`src/hw/rtl/mlbc_pkg.sv`:
```
// ----------------------------------------------------------------------------
// mlbc_pkg
// Shared types and constants of the multi-LED blink controller: item kinds,
// field widths and the command/status bundles between controller and
// datapath.
// ----------------------------------------------------------------------------
package mlbc_pkg;

    localparam int unsigned KIND_W   = 2;
    localparam int unsigned INDEX_W  = 4;
    localparam int unsigned PERIOD_W = 16;
    localparam int unsigned TIME_W   = 32;
    localparam int unsigned MASK_W   = 4;

    typedef enum logic [KIND_W-1:0] {
        KIND_SET    = 2'd0,
        KIND_TOGGLE = 2'd1,
        KIND_BLINK  = 2'd2,
        KIND_TICK   = 2'd3
    } t_kind;

    // Commands from the controller to the datapath
    typedef struct packed {
        logic apply;       // apply a set, toggle or blink command beat
        logic tick_start;  // advance time, clear change flag, rewind LED pointer
        logic step;        // service the LED under the pointer, advance pointer
        logic emit;        // load the result register
    } t_dp_cmd;

    // Status from the datapath to the controller
    typedef struct packed {
        logic last_led;    // pointer sits on the highest LED
    } t_dp_sts;

endpackage

```
`src/hw/rtl/mlbc_ctrl.sv`:
```
// ----------------------------------------------------------------------------
// mlbc_ctrl
// Sequencer of the blink controller: takes one beat at a time, walks the
// LEDs on a tick and hands the result to the output register.
// ----------------------------------------------------------------------------
module mlbc_ctrl (
    input  logic              i_clk,
    input  logic              i_rst_n,
    input  logic              i_in_valid,
    output logic              o_in_ready,
    input  logic [1:0]        i_kind,
    output logic              o_out_valid,
    input  logic              i_out_ready,
    output mlbc_pkg::t_dp_cmd o_cmd,
    input  mlbc_pkg::t_dp_sts i_sts
);

    typedef enum logic [1:0] {
        S_IDLE,
        S_WALK,
        S_EMIT
    } t_state;

    t_state r_state;
    logic   r_out_valid;
    logic   w_accept;
    logic   w_is_tick;
    logic   w_emit;

    assign o_in_ready  = (r_state == S_IDLE);
    assign o_out_valid = r_out_valid;
    assign w_accept    = i_in_valid && (r_state == S_IDLE);
    assign w_is_tick   = (i_kind == mlbc_pkg::KIND_TICK);
    assign w_emit      = (r_state == S_EMIT) && (!r_out_valid || i_out_ready);

    // Drive datapath commands
    always_comb begin
        o_cmd.apply      = w_accept && !w_is_tick;
        o_cmd.tick_start = w_accept && w_is_tick;
        o_cmd.step       = (r_state == S_WALK);
        o_cmd.emit       = w_emit;
    end

    // Hold state and result valid
    always_ff @(posedge i_clk) begin
        if (!i_rst_n) begin
            r_state     <= S_IDLE;
            r_out_valid <= 1'b0;
        end else begin
            unique case (r_state)
                S_IDLE: begin
                    if (w_accept) begin
                        r_state <= w_is_tick ? S_WALK : S_EMIT;
                    end
                end
                S_WALK: begin
                    if (i_sts.last_led) begin
                        r_state <= S_EMIT;
                    end
                end
                S_EMIT: begin
                    if (w_emit) begin
                        r_state <= S_IDLE;
                    end
                end
                default: r_state <= S_IDLE;
            endcase

            if (w_emit) begin
                r_out_valid <= 1'b1;
            end else if (i_out_ready) begin
                r_out_valid <= 1'b0;
            end
        end
    end

endmodule

```
`src/hw/rtl/mlbc_dp.sv`:
```
// ----------------------------------------------------------------------------
// mlbc_dp
// Datapath of the blink controller: per-LED state, the millisecond counter,
// the LED pointer with its elapsed-time compare, and the result register.
// ----------------------------------------------------------------------------
module mlbc_dp #(
    parameter int unsigned LED_COUNT = 4
) (
    input  logic                            i_clk,
    input  logic                            i_rst_n,
    input  mlbc_pkg::t_dp_cmd               i_cmd,
    output mlbc_pkg::t_dp_sts               o_sts,
    input  logic [1:0]                      i_kind,
    input  logic [mlbc_pkg::INDEX_W-1:0]    i_led_index,
    input  logic                            i_on_value,
    input  logic                            i_blink_enable,
    input  logic [mlbc_pkg::PERIOD_W-1:0]   i_period_ms,
    output logic [mlbc_pkg::MASK_W-1:0]     o_pin_mask,
    output logic                            o_pins_changed
);

    localparam int unsigned PTR_W = (LED_COUNT > 1) ? $clog2(LED_COUNT) : 1;
    localparam int unsigned PAD_W = (LED_COUNT > mlbc_pkg::MASK_W) ?
                                    LED_COUNT : mlbc_pkg::MASK_W;

    logic [LED_COUNT-1:0]          r_lit;
    logic [LED_COUNT-1:0]          r_blinking;
    logic [LED_COUNT-1:0]          r_driven;
    logic [mlbc_pkg::PERIOD_W-1:0] r_period [LED_COUNT];
    logic [mlbc_pkg::TIME_W-1:0]   r_last   [LED_COUNT];
    logic [mlbc_pkg::TIME_W-1:0]   r_now;
    logic [PTR_W-1:0]              r_ptr;
    logic                          r_changed;
    logic [mlbc_pkg::MASK_W-1:0]   r_pin_mask;
    logic                          r_pins_changed;

    logic                          w_idx_ok;
    logic [PTR_W-1:0]              w_idx;
    logic [mlbc_pkg::TIME_W-1:0]   w_elapsed;
    logic [mlbc_pkg::TIME_W-1:0]   w_half;
    logic                          w_flip;
    logic                          w_new_lit;
    logic [PAD_W-1:0]              w_drv_pad;

    assign w_idx_ok = ({1'b0, i_led_index} < (mlbc_pkg::INDEX_W+1)'(LED_COUNT));
    assign w_idx    = PTR_W'(i_led_index);

    // Elapsed time of the LED under the pointer against half its period
    assign w_elapsed = r_now - r_last[r_ptr];
    assign w_half    = mlbc_pkg::TIME_W'(r_period[r_ptr] >> 1);
    assign w_flip    = r_blinking[r_ptr] && (r_period[r_ptr] != '0) &&
                       (w_elapsed >= w_half);
    assign w_new_lit = r_lit[r_ptr] ^ w_flip;

    assign o_sts.last_led = (r_ptr == PTR_W'(LED_COUNT - 1));

    assign w_drv_pad = PAD_W'(r_driven);

    // Per-LED state and time base
    always_ff @(posedge i_clk) begin
        if (!i_rst_n) begin
            r_lit      <= '0;
            r_blinking <= '0;
            r_driven   <= '0;
            r_now      <= '0;
            r_ptr      <= '0;
            r_changed  <= 1'b0;
            for (int i = 0; i < LED_COUNT; i++) begin
                r_period[i] <= '0;
                r_last[i]   <= '0;
            end
        end else begin
            if (i_cmd.tick_start) begin
                r_now     <= r_now + 1'b1;
                r_ptr     <= '0;
            end

            // Start every beat with a clean change flag
            if (i_cmd.tick_start || i_cmd.apply) begin
                r_changed <= 1'b0;
            end

            // Apply a command beat to the addressed LED
            if (i_cmd.apply && w_idx_ok) begin
                unique case (i_kind)
                    mlbc_pkg::KIND_SET: begin
                        r_blinking[w_idx] <= 1'b0;
                        r_lit[w_idx]      <= i_on_value;
                    end
                    mlbc_pkg::KIND_TOGGLE: begin
                        r_blinking[w_idx] <= 1'b0;
                        r_lit[w_idx]      <= ~r_lit[w_idx];
                    end
                    mlbc_pkg::KIND_BLINK: begin
                        if (i_period_ms != '0) begin
                            if (i_blink_enable) begin
                                r_blinking[w_idx] <= 1'b1;
                                r_lit[w_idx]      <= 1'b1;
                                r_period[w_idx]   <= i_period_ms;
                                r_last[w_idx]     <= r_now;
                            end else begin
                                r_blinking[w_idx] <= 1'b0;
                            end
                        end
                    end
                    default: ;
                endcase
            end

            // Service one LED per cycle of the tick walk
            if (i_cmd.step) begin
                if (w_flip) begin
                    r_lit[r_ptr]  <= w_new_lit;
                    r_last[r_ptr] <= r_now;
                end
                if (r_driven[r_ptr] != w_new_lit) begin
                    r_driven[r_ptr] <= w_new_lit;
                    r_changed       <= 1'b1;
                end
                if (!o_sts.last_led) begin
                    r_ptr <= r_ptr + 1'b1;
                end
            end
        end
    end

    // Capture the result beat; a command beat never moves a pin
    always_ff @(posedge i_clk) begin
        if (i_cmd.emit) begin
            r_pin_mask     <= w_drv_pad[mlbc_pkg::MASK_W-1:0];
            r_pins_changed <= r_changed;
        end
    end

    assign o_pin_mask     = r_pin_mask;
    assign o_pins_changed = r_pins_changed;

endmodule

```
`src/hw/rtl/multi_led_blink_controller.sv`:
```
// ----------------------------------------------------------------------------
// multi_led_blink_controller
// Set/toggle/blink control of LED_COUNT LEDs on a millisecond time base.
// ----------------------------------------------------------------------------
// One input beat is taken at a time and gives exactly one result beat (pin
// levels of LEDs 0..3 and a pins-changed flag). A set, toggle or blink beat
// updates the addressed LED in the accept cycle; its result waits in the
// emit state until the output register is free. A tick beat walks the
// LEDs one per cycle through a single elapsed-time compare and then emits
// its result the same way. Pins follow the requested levels only on a tick.
// The input side is ready again once the result has moved into the output
// register, which holds it until taken.
module multi_led_blink_controller #(
    parameter int unsigned LED_COUNT = 4
) (
    input  logic                          i_clk,
    input  logic                          i_rst_n,
    input  logic                          i_in_valid,
    output logic                          o_in_ready,
    input  logic [mlbc_pkg::KIND_W-1:0]   i_kind,
    input  logic [mlbc_pkg::INDEX_W-1:0]  i_led_index,
    input  logic                          i_on_value,
    input  logic                          i_blink_enable,
    input  logic [mlbc_pkg::PERIOD_W-1:0] i_period_ms,
    output logic                          o_out_valid,
    input  logic                          i_out_ready,
    output logic [mlbc_pkg::MASK_W-1:0]   o_pin_mask,
    output logic                          o_pins_changed
);

    mlbc_pkg::t_dp_cmd w_cmd;
    mlbc_pkg::t_dp_sts w_sts;

    mlbc_ctrl u_ctrl (
        .i_clk       (i_clk),
        .i_rst_n     (i_rst_n),
        .i_in_valid  (i_in_valid),
        .o_in_ready  (o_in_ready),
        .i_kind      (i_kind),
        .o_out_valid (o_out_valid),
        .i_out_ready (i_out_ready),
        .o_cmd       (w_cmd),
        .i_sts       (w_sts)
    );

    mlbc_dp #(
        .LED_COUNT (LED_COUNT)
    ) u_dp (
        .i_clk          (i_clk),
        .i_rst_n        (i_rst_n),
        .i_cmd          (w_cmd),
        .o_sts          (w_sts),
        .i_kind         (i_kind),
        .i_led_index    (i_led_index),
        .i_on_value     (i_on_value),
        .i_blink_enable (i_blink_enable),
        .i_period_ms    (i_period_ms),
        .o_pin_mask     (o_pin_mask),
        .o_pins_changed (o_pins_changed)
    );

endmodule

```
`config.mk`:
```
export PLATFORM = sky130hd
export DESIGN_NAME = multi_led_blink_controller
export DESIGN_NICKNAME = d
export VERILOG_FILES = /design/src/hw/rtl/mlbc_pkg.sv /design/src/hw/rtl/mlbc_ctrl.sv /design/src/hw/rtl/mlbc_dp.sv /design/src/hw/rtl/multi_led_blink_controller.sv
export SDC_FILE = /design/constraint.sdc
export NUM_CORES = 1
export LEC_CHECK = 0
export CAP_MARGIN = 10
export CORE_MARGIN = 4
export CORE_UTILIZATION = 35
export CTS_CLUSTER_SIZE = 8
export DETAILED_ROUTE_END_ITERATION = 12
export DONT_BUFFER_PORTS = 1
export HOLD_SLACK_MARGIN = 0.06
export SKIP_LAST_GASP = 1
export SLEW_MARGIN = 10
export SYNTH_ARGS = -nofsm -noshare
export SYNTH_HDL_FRONTEND = slang
export SYNTH_SLANG_ARGS = --single-unit
export TNS_END_PERCENT = 100
```
`constraint.sdc`:
```
create_clock -name i_clk -period 9.65 [get_ports i_clk]
set_clock_uncertainty 0.2 [all_clocks]
set_input_delay 0.4825 -clock i_clk [delete_from_list [all_inputs] [get_ports i_clk]]
set_output_delay 0.4825 -clock i_clk [all_outputs]
set_load 0.05 [all_outputs]
```
# Yosys cells after proc, flatten, opt, wreduce, memory -nomap -nowiden
# Memory sizes are Yosys's and may differ from the RTL's. A register that Yosys moved wholly into a read port is not among the register bits.
# Index checks and enable logic that the tools add are counted.
[totals]
ram_bits = 192
ff_bits = 55
elab_cells = 125
n_memories = 2
[op_classes]
muxes = 61
n_eq_ne = 11
n_reduce_logical = 26
n_addsub = 3
magnitude_cmp = 6
bitwise_logic = 6
[mem_list]
columns = ["name", "depth", "word_bits", "rd", "rd_ports_with_merged_regs", "write_ports", "line", "source"]
rows = [
  ["u_dp.r_last", 4, 32, 1, 1, 4, "mlbc_dp.sv:30", "logic [mlbc_pkg::TIME_W-1:0] r_last [LED_COUNT];"],
  ["u_dp.r_period", 4, 16, 1, 1, 4, "mlbc_dp.sv:29", "logic [mlbc_pkg::PERIOD_W-1:0] r_period [LED_COUNT];"],
]
[ops]
columns = ["operator", "count"]
rows = [
  ["2-to-1 mux 32 bit", 2],
  ["OR reduction 32 bit", 2],
  ["adder 32 x 1 -> 32 bit, second input constant", 1],
  [">= comparator 32 x 15 -> 1 bit", 1],
  ["2-to-1 mux 4 bit", 8],
  ["nonzero test 16 bit", 2],
  ["subtractor 32 bit", 1],
  ["2-to-1 mux 1 bit", 25],
  ["2-to-1 mux 2 bit", 12],
  ["bitwise mux 4 bit", 4],
  ["2-to-1 mux 16 bit", 1],
  ["OR reduction 16 bit", 1],
  ["one-hot mux 4 bit (3 select lines)", 1],
  ["logical AND 1 bit", 9],
  ["binary-select mux 1 bit (select 2 bit)", 4],
  ["== test 2 bit, second input constant", 4],
  ["OR 4 bit", 2],
  ["one-hot mux 4 bit (2 select lines)", 1],
  ["less-than comparator 2 x 3 -> 1 bit, second input constant", 2],
  ["!= test 2 x 1 -> 1 bit, second input constant", 3],
  ["one-hot mux 2 bit (3 select lines)", 1],
  ["AND reduction 3 bit", 2],
  ["AND 4 bit", 1],
  ["demux 1 bit (select 2 bit)", 2],
  ["15 further kinds", 21],
]

# Logic depth before layout (Yosys ltp)
[depth]
ltp_word = 13
mapped_depth = 28
ltp_nobuf = 22

# By module
# From an unflattened synthesis, not the netlist that was laid out.
[hier_totals]
hier_cells = 1246
hier_area_um2 = 13195.2
[by_module_without_submodules]
columns = ["module", "seq_area_each_um2", "instances", "area_each_um2", "cells_each"]
rows = [
  ["mlbc_dp", 6856.6, 1, 13020.0, 1228],
  ["mlbc_ctrl", 60.1, 1, 175.2, 18],
]

# Worst setup path before layout
# Ideal clock, no wire load.
[synth_timing]
kind = "register to register"
from = "register u_dp.r_ptr[0]"
to = "memory u_dp.r_last[3][0] (netlist name), enable pin"
t_required_ns = 8.984
synth_period_minus_slack_ns = 8.818
setup_time_ns = 0.466
slack_ns = 0.832
stages_incl_launch_ff = 28
t_arrival_ns = 8.153
cell_sequence = "dfxtp_1 buf_4 buf_2 clkbuf_1 buf_1 mux4_2 ha_1 fa_1 nand2b_1 a21oi_1 o21ai_0 nand2_1 nand2_1 nand2_1 a21oi_1 xnor2_1 ha_1 o21a_1 o21ai_0 nand2b_1 o2111ai_1 nor4_1 nand4_1 nor4b_4 a21oi_4 buf_2 a21o_1 o21ai_0"
[synth_rtl]
columns = ["item", "line", "source"]
rows = [
  ["from (decl)", "mlbc_dp.sv:32", "logic [PTR_W-1:0] r_ptr;"],
  ["from (signal assigned)", "mlbc_dp.sv:121", "r_ptr <= r_ptr + 1'b1;"],
  ["to (decl)", "mlbc_dp.sv:30", ""],
]

==> summary.md <==
| Metric | Value |
|---|---|
| # DRC | `0` |
| Number of flops mapped to enable cells by yosys | `197` |
| Post-DP HPWL | `24100 um` |
| Effective utilization at floorplan | `0.354` |
| Initial antenna violation count | `0` |
| R2r endpoint | `u_dp.r_last[0][23]$_SDFFCE_PN0P_` |
| Max cap viols | `0` |
| Max clock buf depth | `3` |
| Final core utilization | `0.399` |
| Worst-Skew Late Latency | `0.52 ns` |
| Setup violators final | `0` |
| First-pass GRT wire length | `56400 um` |
| PnR worst setup slack | `2.50 ns` |
| Postcts setup bufs | `0` |
| Routed WL | `35500 um` |
| Final Hold Fails | `0` |
| Ant. Diodes | `0` |
| Leak | `0.00582 uW` |
| Hold endpoint | `u_dp.r_last[3][14]$_DFFE_PP_` |
| Worst setup SP type | `flip-flop` |
| Ordered list of cells on the worst path | `buf_4 -> mux4_2 -> inv_1 -> ha_1 -> nand4_1 -> nor3_1 -> o21ai_0 -> nand2_1 -> nor2_1 -> xnor2_1 -> ha_1 -> o21bai_1 -> nor4_1 -> o2111ai_1 -> nor4_1 -> nand4_1 -> nor4b_4 -> a21oi_4 -> a21oi_4 -> buf_4 -> nor3_1` |
| Ports | `35` |
| NumNets Final | `1365` |
| Worst slew margin | `0.236` |
| Synth Area in XOR/XNOR | `0.0279` |
| Avg WL per Cell | `19.4 um` |
| Setup TNS | `0 ns` |
| Data required, critical path | `9.68 ns` |
| CP Class | `reg2reg` |
| Total track usage | `0.160` |
| Largest family of logic cells by synthesized area | `simple AND/OR/NAND/NOR gates` |
| Cell family with most CP delay | `simple AND/OR/NAND/NOR gates` |
| R2R Setup Slk | `2.50 ns` |
| H-tree depth | `2` |
| Critical Path Fanout Max | `47` |
| Routed vias/inst | `5.52` |
| Placed cells | `1745` |
| Simple-Gate Fraction of Synth Area | `0.163` |
| Fin cells | `1826` |
| Worst r2r src | `u_dp.r_ptr[0]$_SDFF_PN0_` |
| Synthesized instance count | `1279` |
| FF+latch count, synth | `247` |
| Hold_ws | `0.0977 ns` |
| Outcome | `finished, final reports clean` |
| Root Buffer Master | `clkbuf_16` |
| Post-layout min period | `7.15 ns` |
| Vias in the first global route | `9938` |
| DIE WIDTH | `208 um` |
| RSZ-0062 raised after global routing | `false` |
| Mapped Area | `14100 sq um` |
| Final Cycle Share | `0.741` |
| IR drop worst, VDD | `90.2 uV` |
| Layout cells sized above 1 | `0.151` |
| DR pass1 iterations | `6` |
| CP endpoint kind | `flip-flop` |
| Layout area overhead | `12.7%` |
| Routability-driven placement congestion ratio | `0.886` |
| CTS tree | `yes` |
| IO Port Bufs | `0` |
| Largest net degree at the start of global routing | `48` |
| Distinct cell type count after synthesis | `77` |
| CORE AREA | `39700 sq um` |
| FFs w/ async S/R, synth | `0` |
| CP Buf/Inv Count | `3` |
| Hold depth | `2` |
| Num Clock Sinks | `247` |
| Sequential fraction of the synthesis area | `0.492` |
| Post-synth top flop | `edfxtp_1` |
| Area fraction in compound gates after synthesis | `0.127` |
| DR vias | `10.1k` |
| Actual slew at the worst max-slew pin | `1.14 ns` |
| Post-route ant nets | `0` |
| Pre-CTS WS | `2.44 ns` |
| Syn avg cell area | `11.0 sq um` |
| Total die area | `43500 sq um` |
| Cells on worst reg2reg path | `21` |
| Final-report max-slew violation count | `0` |
| CP max stage delay | `0.83 ns` |
| Num rows | `73` |
| DRT iter0 DRCs | `894` |
| Yosys Warn Count | `0` |
| Peak Freq | `140 MHz` |
| Commonest non-fill, non-tap cell in the layout | `edfxtp_1` |
| Post-synthesis adder-cell area fraction | `0.0486` |
| Mux cell area share after synthesis | `0.0875` |
| Number of CTS-inserted buffers | `37` |
| GR Overflow Total | `0` |
| Syn nets | `1361` |
| Critical path arrival | `7.19 ns` |
| Most frequent cells in the layout | `197 x edfxtp_1, 124 x nor2_1, 113 x inv_1` |
| Crit-path slowest cell | `dfxtp_4` |
| HP Class | `in2reg` |
| Die height | `208 um` |
| Power per Cell Area | `161 nW/um^2` |
| Clock transition at path regs | `0.05 ns` |
| Hold path startpoint | `i_rst_n` |
state kept, by name, summed over array words and instances (netlist names), named ones only:
| name | cells |
|---|---|
| u_dp.r_changed | 1 |
| u_dp.o_pin_mask | 4 |
| u_ctrl.o_out_valid | 1 |
| u_ctrl.r_state | 2 |
| u_dp.r_last | 128 |
| u_dp.r_lit | 4 |
| u_dp.o_pins_changed | 1 |
| u_dp.r_ptr | 2 |
| u_dp.r_driven | 4 |
| u_dp.r_now | 32 |
| u_dp.r_period | 64 |
metal layers:
| layer | up-vias | wire length, um | part of all wire | track usage |
|---|---|---|---|---|
| met3 | 68 | 2190 | 0.062 | 0.0305 |
| li1 | 4750 | - | - | - |
| met2 | 330 | 16400 | 0.46 | 0.254 |
| met4 | 0 | 979 | 0.028 | 0.0503 |
| met1 | 4926 | 15900 | 0.45 | 0.223 |
| met5 | - | 0 | 0 | 0 |
where the power goes:
group	switching, uW	internal (uW)	leakage [uW]
registers	17.0	1180	0.00242
logic	119	73.0	0.00290
clock network	456	711	0.000503
total	591	1960	0.00582
logic make-up after synthesis:
kind of cell,after synthesis
XOR/XNOR,44
buffers and inverters,186
AO/OA/AOI/OAI,249
flip-flops,247
multiplexers,59
adder cells (fa/ha/maj),54
AND/OR/NAND/NOR,440
cell usage after synthesis (21+ instances only):
cell | n | area share
edfxtp_1 | 197 | 0.42
nor2_1 | 125 | 0.033
inv_1 | 113 | 0.030
nand2_1 | 82 | 0.022
nor3_1 | 75 | 0.027
a21oi_1 | 68 | 0.024
ha_1 | 53 | 0.047
mux4_2 | 51 | 0.082
dfxtp_1 | 50 | 0.071
o21ai_0 | 48 | 0.017
clkbuf_1 | 39 | 0.010
nor3_2 | 30 | 0.021
xor2_1 | 26 | 0.016
o211ai_2 | 22 | 0.020
nand3_1 | 21 | 0.0075
worst max-delay path by stage:
stage,startpoint,cells past startpoint,end
global route,u_dp.r_ptr[0]$_SDFF_PN0_,21,u_dp.r_last[2][31]$_SDFFCE_PN0P_
global placement,u_dp.r_ptr[0]$_SDFF_PN0_,21,u_dp.r_last[2][31]$_SDFFCE_PN0P_
detailed placement,u_dp.r_ptr[0]$_SDFF_PN0_,21,u_dp.r_last[0][24]$_SDFFCE_PN0P_
floorplan,u_dp.r_ptr[0]$_SDFF_PN0_,27,u_dp.r_last[3][0]$_DFFE_PP_
CTS,u_dp.r_ptr[0]$_SDFF_PN0_,21,u_dp.r_last[0][24]$_SDFFCE_PN0P_
finish,u_dp.r_ptr[0]$_SDFF_PN0_,21,u_dp.r_last[0][23]$_SDFFCE_PN0P_
timing repair:
item                                    in CTS  in global routing
endpoints found under the setup margin       0                  0
hold endpoints to repair                    48                  0
hold buffers                                23                  0
gates resized for setup                      0                  0
final cells by class:
class,count,area [sq um]
inverters,113,424
well taps,525,657
clock inverters,4,50.0
repair buffers,38,355
flip-flops and latches,247,6920
multi-input cells,846,6450
clock buffers,53,996
fillers,3769,23900
through the flow:
stage / instance area, sq um / total power (uW)
after floorplan: 14100 / 1350
after global placement: 14600 / 1390
after detailed placement: 14600 / 1400
after CTS: 15800 / 2580
after global routing: 15900 / 2650
final: 15900 / 2560
worst register-to-register path, delay by kind of cell (launching register included):
family	cells	cell delay, ns
AO/OA/AOI/OAI	5	1.45
XOR/XNOR	1	0.13
adder cells (fa/ha/maj)	2	0.48
buffers and inverters	3	1.27
flip-flops	1	0.83
multiplexers	1	0.62
AND/OR/NAND/NOR	9	1.88
No activity file was read; power rests on OpenSTA's default activity.
